===== src/rtl/vdft_pkg.sv =====
// vdft_pkg: shared types, codes and defaults of the vertex dedup fan triangulator
// depends on nothing; imported by every rtl file of the block
package vdft_pkg;

    localparam int CACHE_SIZE_DEF = 1024;
    localparam int INDEX_BITS_DEF = 24;
    localparam int FIELD_W        = 24;

    localparam logic [2:0] CMD_POSITION = 3'd0;
    localparam logic [2:0] CMD_TEXCOORD = 3'd1;
    localparam logic [2:0] CMD_NORMAL   = 3'd2;
    localparam logic [2:0] CMD_CORNER   = 3'd3;
    localparam logic [2:0] CMD_BOUNDARY = 3'd4;

    localparam logic [1:0] KIND_INDEX = 2'd0;
    localparam logic [1:0] KIND_DRAW  = 2'd1;
    localparam logic [1:0] KIND_ERROR = 2'd2;

    localparam logic [1:0] SEL_PIVOT = 2'd0;
    localparam logic [1:0] SEL_PREV  = 2'd1;
    localparam logic [1:0] SEL_CUR   = 2'd2;

    typedef struct packed {
        logic [2:0]               command;
        logic signed [FIELD_W-1:0] vertex_index;
        logic signed [FIELD_W-1:0] texcoord_index;
        logic signed [FIELD_W-1:0] normal_index;
        logic                     corner_last;
    } t_in_item;

    typedef struct packed {
        logic [1:0]         kind;
        logic [FIELD_W-1:0] vertex_number;
        logic [FIELD_W-1:0] draw_first;
        logic [FIELD_W-1:0] draw_count;
        logic               last;
    } t_out_item;

    typedef struct packed {
        logic       clear;
        logic       accept;
        logic       load_pivot;
        logic       load_tri;
        logic       emit_err;
        logic       look;
        logic [1:0] look_sel;
        logic       look_last;
    } t_ctl_cmd;

    typedef struct packed {
        logic clear_done;
        logic out_free;
    } t_dp_stat;

endpackage


===== src/rtl/vdft_ctrl.sv =====
// vdft_ctrl: state machine for cache clear, item intake and the three fan lookups
// depends on vdft_pkg; drives vdft_datapath through t_ctl_cmd
module vdft_ctrl (
    input  logic               i_clk,
    input  logic               i_rst_n,
    input  logic               i_in_valid,
    input  vdft_pkg::t_in_item i_in_data,
    output logic               o_in_ready,
    input  vdft_pkg::t_dp_stat i_stat,
    output vdft_pkg::t_ctl_cmd o_cmd
);
    import vdft_pkg::*;

    typedef enum logic [2:0] {
        S_CLEAR = 3'b001,
        S_IDLE  = 3'b010,
        S_LOOK  = 3'b100
    } t_state;

    localparam logic [1:0] CORNERS_FAN = 2'd2;

    t_state     r_state, n_state;
    logic [1:0] r_sel, n_sel;
    logic [1:0] r_corner_cnt, n_corner_cnt;
    t_ctl_cmd   cmd;
    logic       ready;
    logic       accept;

    always_comb begin
        n_state      = r_state;
        n_sel        = r_sel;
        n_corner_cnt = r_corner_cnt;
        cmd          = '0;
        ready        = 1'b0;
        accept       = 1'b0;
        case (r_state)
            S_CLEAR: begin
                cmd.clear = 1'b1;
                if (i_stat.clear_done) begin
                    n_state = S_IDLE;
                end
            end
            S_IDLE: begin
                ready      = i_stat.out_free;
                accept     = i_in_valid && ready;
                cmd.accept = accept;
                if (accept && i_in_data.command == CMD_CORNER) begin
                    cmd.load_pivot = (r_corner_cnt == 2'd0);
                    if (r_corner_cnt == CORNERS_FAN) begin
                        cmd.load_tri = 1'b1;
                        n_state      = S_LOOK;
                        n_sel        = SEL_PIVOT;
                    end
                    if (i_in_data.corner_last) begin
                        cmd.emit_err = (r_corner_cnt != CORNERS_FAN);
                        n_corner_cnt = 2'd0;
                    end else if (r_corner_cnt != CORNERS_FAN) begin
                        n_corner_cnt = r_corner_cnt + 2'd1;
                    end
                end
            end
            S_LOOK: begin
                cmd.look_sel  = r_sel;
                cmd.look_last = (r_sel == SEL_CUR);
                if (i_stat.out_free) begin
                    cmd.look = 1'b1;
                    if (r_sel == SEL_CUR) begin
                        n_state = S_IDLE;
                    end else begin
                        n_sel = r_sel + 2'd1;
                    end
                end
            end
            default: begin
                n_state = S_IDLE;
            end
        endcase
    end

    always_ff @(posedge i_clk) begin
        if (!i_rst_n) begin
            r_state      <= S_CLEAR;
            r_sel        <= SEL_PIVOT;
            r_corner_cnt <= 2'd0;
        end else begin
            r_state      <= n_state;
            r_sel        <= n_sel;
            r_corner_cnt <= n_corner_cnt;
        end
    end

    assign o_in_ready = ready;
    assign o_cmd      = cmd;

endmodule


===== config.mk =====
export PLATFORM = sky130hd
export DESIGN_NAME = vdft_ctrl
export DESIGN_NICKNAME = d
export VERILOG_FILES = /design/src/rtl/vdft_pkg.sv /design/src/rtl/vdft_ctrl.sv
export SDC_FILE = /design/constraint.sdc
export NUM_CORES = 1
export LEC_CHECK = 0
export BUFFER_PORTS_ARGS = -buffer_cell sky130_fd_sc_hd__buf_4
export CAP_MARGIN = 5
export CORE_MARGIN = 2
export CORE_UTILIZATION = 21
export CTS_CLUSTER_SIZE = 16
export DETAILED_ROUTE_END_ITERATION = 12
export PLACE_DENSITY_LB_ADDON = 0.08
export SLEW_MARGIN = 20
export SYNTH_ARGS = -nofsm -noshare
export SYNTH_HDL_FRONTEND = slang
export SYNTH_SLANG_ARGS = --single-unit

===== constraint.sdc =====
create_clock -name i_clk -period 1.2 [get_ports i_clk]
set_clock_uncertainty 0.05 [all_clocks]
set_input_delay 0.36 -clock i_clk [delete_from_list [all_inputs] [get_ports i_clk]]
set_output_delay 0.36 -clock i_clk [all_outputs]
set_load 0.005 [all_outputs]

* After elaboration in Yosys (flattened, before gate mapping)
Index checks and enable logic that the tools add are counted.
Cells by class: add/sub/neg operators 2, equal/unequal tests 13, muxes and demuxes 21, reduce and logical (&&, ||, !) cells 8
Operators with widths (number):
- $mux W3 | 6
- $ne A2 B2 Y1 const B | 7
- $mux W2 | 6
- $reduce_and A5 Y1 | 2
- $pmux W3 S3 | 1
- $mux W4 | 2
- $eq A3 B2 Y1 const B | 2
- $mux W1 | 5
- $add A2 B1 Y2 const B | 2
- $eq A2 B2 Y1 const B | 2
- $pmux W2 S2 | 1
- $reduce_bool A2 Y1 | 2
- $eq A3 B1 Y1 const B | 1
- $eq A3 B3 Y1 const B | 1
- $reduce_and A3 Y1 | 1
- $logic_and A1 B1 Y1 | 2
- $logic_not A2 Y1 | 1
Storage, ports and cells: flip-flop bits (word level) 7, input port bits 81, output and inout port bits 10, word-level logic and storage cells 47

* Logic depth before layout (Yosys ltp)
Gate-level depths: netlist of the first run.
depth in word-level cells 4, gate-level depth with buffers 5, depth with buffers taken out 5

* Least setup slack after synthesis of the first run
OpenSTA, ideal clock, no wires.
kind flip-flop to output port, start point reg r_state[2], end point out o_cmd[4] (netlist name), data arrival time 0.873 ns, setup slack -0.083 ns, cell stages (with the launch flop) 3, path through dfxtp_1 and4bb_2 and4b_1
RTL lines:
- start, declared | line vdft_ctrl.sv:22 | t_state r_state, n_state;
- start signal, assigned | line vdft_ctrl.sv:86 | r_state <= n_state;
- end, declared | line vdft_ctrl.sv:10 | output vdft_pkg::t_ctl_cmd o_cmd

==> results of run 1 <==
synthesized netlist by cell type:
cell type,instances
buf_2,1
nand4bb_1,1
o22ai_1,3
o211ai_1,1
inv_1,5
nor3_1,1
o41ai_1,1
and2_1,4
nand2_1,7
ha_1,3
and4b_1,2
nand3_2,1
nand3_1,1
nor3b_2,1
nand2b_1,1
a21boi_1,1
nor2_1,1
or2_1,1
and4bb_2,1
inv_2,1
dfxtp_1,7
nor3b_1,1
a41o_1,1
and3_1,2
nor4b_1,1
worst max-delay path, delay by kind of cell, from the launching register on:
kind	cells	cell delay [ns]
AND/OR/NAND/NOR	2	0.56
buffers and inverters	1	0.11
flip-flops	1	0.31
metrics by stage:
step	instances	setup WS, ns
finish	119	-0.441
global route	119	-0.505
CTS	119	-0.467
detailed placement	109	-0.315
global placement	109	-0.330
floorplan	50	-0.0761
cell families (layout without fill, tap and decap cells):
| group | count (synthesis) | count (layout) | share of synthesized area |
|---|---|---|---|
| and+or+nand+nor | 26 | 26 | 0.401 |
| DFF | 7 | 7 | 0.326 |
| AOI/OAI and AO/OA | 7 | 7 | 0.122 |
| adders and majority gates | 3 | 3 | 0.0872 |
| buffers and inverters | 7 | 49 | 0.0639 |
where the power goes:
| part | total, mW | internal [mW] | switching (mW) | leakage [nW] |
|---|---|---|---|---|
| Clock | 0.206 | 0.126 | 0.0799 | 0.0150 |
| Sequential | 0.246 | 0.239 | 0.00625 | 0.0582 |
| Combinational | 0.0964 | 0.0622 | 0.0342 | 0.345 |
cell type report:
| type | count | area, um^2 |
|---|---|---|
| Clock buffer | 4 | 26.3 |
| Inverter | 6 | 22.5 |
| Fill cell | 197 | 1020 |
| Multi-Input combinational cell | 36 | 354 |
| Sequential cell | 7 | 145 |
| Timing Repair Buffer | 39 | 338 |
| Tap cell | 27 | 33.8 |
layer usage:
metal  up-vias  global-route usage  share of wire
met1       230               0.136           0.44
met3         2              0.0460          0.084
met5         -                   0              0
li1        263                   -              -
met2        17               0.185           0.46
met4         0              0.0286         0.0079
final timing paths:
path | start | end | slack (ns) | depth (start not counted)
setup reg to reg | r_state[2] | r_sel[1] | -0.32 | 6
setup / recovery | r_state[2] | o_cmd[4] | -0.44 | 3
hold reg to reg | r_corner_cnt[0] | r_corner_cnt[0] | 0.43 | 2
hold / removal | i_stat[1] | r_state[0] | 0.37 | 3
layout by cell type (no fill, tap or decap), types with 2 or more instances in the layout:
master    netlist  final
and2_1          4      4
nand3_2         1      2
o22ai_2         0      2
dfxtp_2         0      4
buf_6           0     12
inv_1           5      3
clkbuf_4        0      3
inv_2           1      3
and3_4          0      2
nor3b_2         1      2
nand2_1         7      5
nand2_2         0      2
dfxtp_1         7      3
and4b_1         2      2
buf_4           0     27
registers in the layout, indices dropped and copies added, names as in the netlist:
| name | flops |
|---|---|
| r_state | 3 |
| r_corner_cnt | 2 |
| r_sel | 2 |
repair_timing:
item | CTS | global route
setup endpoints to repair | 14 | 16
pin swaps | 6 | 3
setup buffers | 7 | 2
resized for setup | 28 | 6
==> results.json, run 1 <==
{
  "antenna_found_initial": 0,
  "grt_overflow": 0,
  "hold_path_class": "in2reg",
  "violations": "negative setup slack",
  "clock_path_buffers": 2,
  "worst_ep_required_time_ns": 0.79,
  "ant_nets": 0,
  "ctsHtreeMaxLevel": 1,
  "yosys_warnings": 0,
  "cts_hold_buf": 0,
  "cp_max_fo": 5,
  "yosysTopAreaCellShare": 0.326,
  "cts_tree": "yes",
  "final_util": 0.474,
  "slowest_stage": "and4bb_4",
  "drt-pass1-iter-count": 2,
  "avgSynthCellArea_um2": 8.61,
  "cpPeakStageDelay_ns": 0.36,
  "dieWidth_um": 49.3,
  "finalHoldViolCount": 0,
  "fmax_mhz": 609,
  "setup_ws_ns": -0.441,
  "syn2layout_area_growth_pct": 114,
  "ios": 91,
  "hold_ws_ns": 0.374,
  "max-cap-violations": 0,
  "grt_pass1_vias": 518,
  "fin_area_um2": 920,
  "numCtsBuffers": 3,
  "drive_gt1_frac": 0.707,
  "clkSinkCount": 7,
  "period_minus_slack_ns": 1.64,
  "path_cells": "and4bb_4 -> and4b_1 -> buf_4",
  "grt_pass1_wl_mm": 2.13,
  "path_class": "reg2out",
  "arrival_ns": 1.23,
  "yosysTopAreaCell": "dfxtp_1",
  "syn_nets": 134,
  "place_area_um2": 711,
  "wl_mm": 1.27,
  "path_clk_slew_ns": 0.05,
  "core_um2": 1940,
  "clock-root-buffer": "clkbuf_4",
  "vias": 512,
  "p_per_area_nw_per_um2": 596,
  "worst_slew_pin_slew_ns": 0.252,
  "grt.total_usage": 0.113,
  "wl_per_cell_um": 10.6,
  "leakage_nw": 0.418,
  "ys_seq_elements": 7,
  "tns_ns": -4.43,
  "start_kind": "register",
  "status": "finished, violations left",
  "rows": 16,
  "route.detailed.drc": 0,
  "syn_inst": 50,
  "slew_headroom": 0.830,
  "dieArea_um2": 2430,
  "io_buffers": 18,
  "synth_area_leaders": "dfxtp_1 33%, ha_1 8.7%, nand2_1 6.1%, and2_1 5.8%, and4b_1 4.7%",
  "insertion_delay_ns": 0.25,
  "hpwl_um": 934,
  "fp.dieH_um": 49.3,
  "setup_viol": 15,
  "drt_iter0_drc": 1,
  "start_util": 0.222,
  "period_share": 1.37,
  "p_total_mw": 0.548,
  "finalMaxSlewViolations": 0,
  "gp_congestion": 0.693,
  "syn_area_um2": 430,
  "synth_cell_types": 25,
  "vias_per_cell": 4.30,
  "ir_drop_uv": 604,
  "diodes": 0,
  "cp-end-kind": "output port",
  "ys_seq_area_frac": 0.326,
  "grt_setup_unrepaired": "yes",
  "grt_max_degree": 11,
  "final_nets": 177
}
(Power assumes the default switching activity.)
==> inputs of run 2 (changes only) <==
Settings changed: CELL_PAD_IN_SITES_DETAIL_PLACEMENT set to 1, CELL_PAD_IN_SITES_GLOBAL_PLACEMENT set to 1, CORE_UTILIZATION 21 to 13.
Clock period 1.2 ns to 2.1 ns, I/O delays scaled along.
==> run 2 against run 1 <==
Combinational power decreased by 66%. Worst setup slack improved by 0.50 ns. Critical path depth is 1 higher. Sequential power shrank 43%. Highest routed layer unchanged. Die area rose by 56%. Worst hold slack improved by 0.060 ns. Cell count shrank 1.7%. Utilization down 26 points. The run now ends clean. Non-clock buffer count down 19. Largest cell class unchanged. Sequential share of layout area is 5.5 points higher. Routed wire length decreased by 3.9%. Clock power is 38% lower.
==> results.json, run 2 (same netlist as run 1, synthesis figures left out) <==
{
  "cp_top_family": "simple AND/OR/NAND/NOR gates",
  "slew_headroom": 0.690,
  "worst-path-stages": 4,
  "wl_mm": 1.22,
  "grt_max_degree": 11,
  "reg_top3": "r_state (3), r_corner_cnt (2), r_sel (2)",
  "final_util": 0.212,
  "crit_top_cell": "buf_4",
  "fp.dieH_um": 61.5,
  "vias_per_cell": 3.77,
  "largest_register": "r_state",
  "clock-root-buffer": "clkbuf_4",
  "dp_slack_ns": 0.0290,
  "path_clk_slew_ns": 0.06,
  "switching_share": 0.233,
  "vias": 441,
  "io_buffers": 18,
  "syn2layout_area_growth_pct": 52.9,
  "cp_max_fo": 4,
  "hpwl_um": 986,
  "grt_setup_unrepaired": "no",
  "numCtsBuffers": 3,
  "cts_tree": "yes",
  "worst_ep_required_time_ns": 1.42,
  "r2r_cells": 4,
  "grt_pass1_vias": 421,
  "rows": 20,
  "route.detailed.drc": 0,
  "p_per_area_nw_per_um2": 453,
  "drive_gt1_frac": 0.384,
  "tns_ns": 0,
  "drt-pass1-iter-count": 4,
  "r2r_slack_ns": 0.80,
  "p_switching_mw": 0.0695,
  "ir_drop_uv": 171,
  "pwr-share-clk": 0.425,
  "ant_nets": 0,
  "dieArea_um2": 3790,
  "comb_power_share": 0.109,
  "cpPeakStageDelay_ns": 0.32,
  "worst_slew_pin_slew_ns": 0.459,
  "ios": 91,
  "path_cells": "buf_4 -> and4b_2 -> and4b_1 -> buf_4",
  "ctsHtreeMaxLevel": 1,
  "hold_path_class": "reg2reg",
  "insertion_delay_ns": 0.25,
  "final_common_cell": "buf_4",
  "clock_path_buffers": 2,
  "status": "finished, final reports clean",
  "leakage_nw": 0.302,
  "slowest_stage": "and4b_2",
  "antenna_found_initial": 0,
  "setup_ws_ns": 0.0541,
  "finalMaxSlewViolations": 0,
  "fmax_mhz": 489,
  "arrival_ns": 1.37,
  "fill_cells": 380,
  "grt_pass1_wl_mm": 1.86,
  "grt.total_usage": 0.0697,
  "gp_congestion": 0.640,
  "worstPathBufferInverterCount": 2,
  "finalHoldViolCount": 0,
  "path_class": "in2out",
  "critPathLaunch": "i_in_data[75]",
  "endpoint": "o_cmd[4]",
  "dieWidth_um": 61.5,
  "cts-resized-gates": 0,
  "start_util": 0.139,
  "core_um2": 3100,
  "period_share": 0.974,
  "diodes": 0,
  "max-cap-violations": 0,
  "grt_overflow": 0,
  "wl_per_cell_um": 10.4,
  "r2r-start": "r_sel[0]",
  "setup_viol": 0,
  "postCtsSetupBuffers": 0,
  "r2r-end": "r_sel[1]",
  "clkSinkCount": 7,
  "mostFrequentLayoutCells": "20 x buf_4, 7 x nand2_1, 7 x dfxtp_1",
  "largest_reg_flops": 3,
  "p_seq_frac": 0.466,
  "cts_hold_buf": 0,
  "final_nets": 158,
  "start_kind": "input port",
  "cp-end-kind": "output port",
  "drt_iter0_drc": 16,
  "period_minus_slack_ns": 2.05,
  "p_int_mw": 0.229
}
-- run 2: worst min-delay path, stage by stage (launching register included) --
cell,delay (ns)
dfxtp_1,0.31
nand2_1,0.06
o22ai_1,0.07
-- run 2: metrics by stage --
stage	cell area [um^2]	hold WS, ns	cells	total power, mW
finish	658	0.435	117	0.298
global route	658	0.463	117	0.316
CTS	657	0.438	117	0.305
detailed placement	631	0.428	113	0.175
global placement	631	0.413	113	0.174
floorplan	430	0.396	50	0.154
-- run 2: final cells by class --
type	instances	area, um^2	area share
clock buffers	4	26.3	0.0399
inverters	6	22.5	0.0342
multi-input cells	36	264	0.401
flip-flops and latches	7	140	0.213
well taps	44	55.1	0.0837
repair buffers	20	150	0.228
-- run 2: worst min-delay path by stage --
stage	from	end	slack (ns)	cells after the start
2_1_floorplan	r_corner_cnt[0]	r_corner_cnt[0]	0.40	2
5_1_grt	r_corner_cnt[0]	r_corner_cnt[0]	0.46	2
3_5_place_dp	r_corner_cnt[0]	r_corner_cnt[0]	0.43	2
6_report	r_corner_cnt[0]	r_corner_cnt[0]	0.43	2
3_3_place_gp	r_corner_cnt[0]	r_corner_cnt[0]	0.41	2
4_1_cts	r_corner_cnt[0]	r_corner_cnt[0]	0.44	2
-- run 2: routing by layer --
layer / GRT usage / vias up / routed length (um)
met4: 0.0365 / 0 / 8
li1: - / 225 / -
met2: 0.0977 / 17 / 502
met1: 0.0916 / 197 / 587
met3: 0.0273 / 2 / 120
met5: 0 / - / 0
-- run 2: power by group through the flow --
| stage | clock [mW] | combinational [mW] | sequential (mW) |
|---|---|---|---|
| 2_1_floorplan | 0 | 0.0134 | 0.141 |
| 3_3_place_gp | 0 | 0.0326 | 0.142 |
| 3_5_place_dp | 0 | 0.0329 | 0.142 |
| 4_1_cts | 0.134 | 0.0330 | 0.139 |
| 5_1_grt | 0.140 | 0.0365 | 0.139 |
| 6_report | 0.127 | 0.0325 | 0.139 |
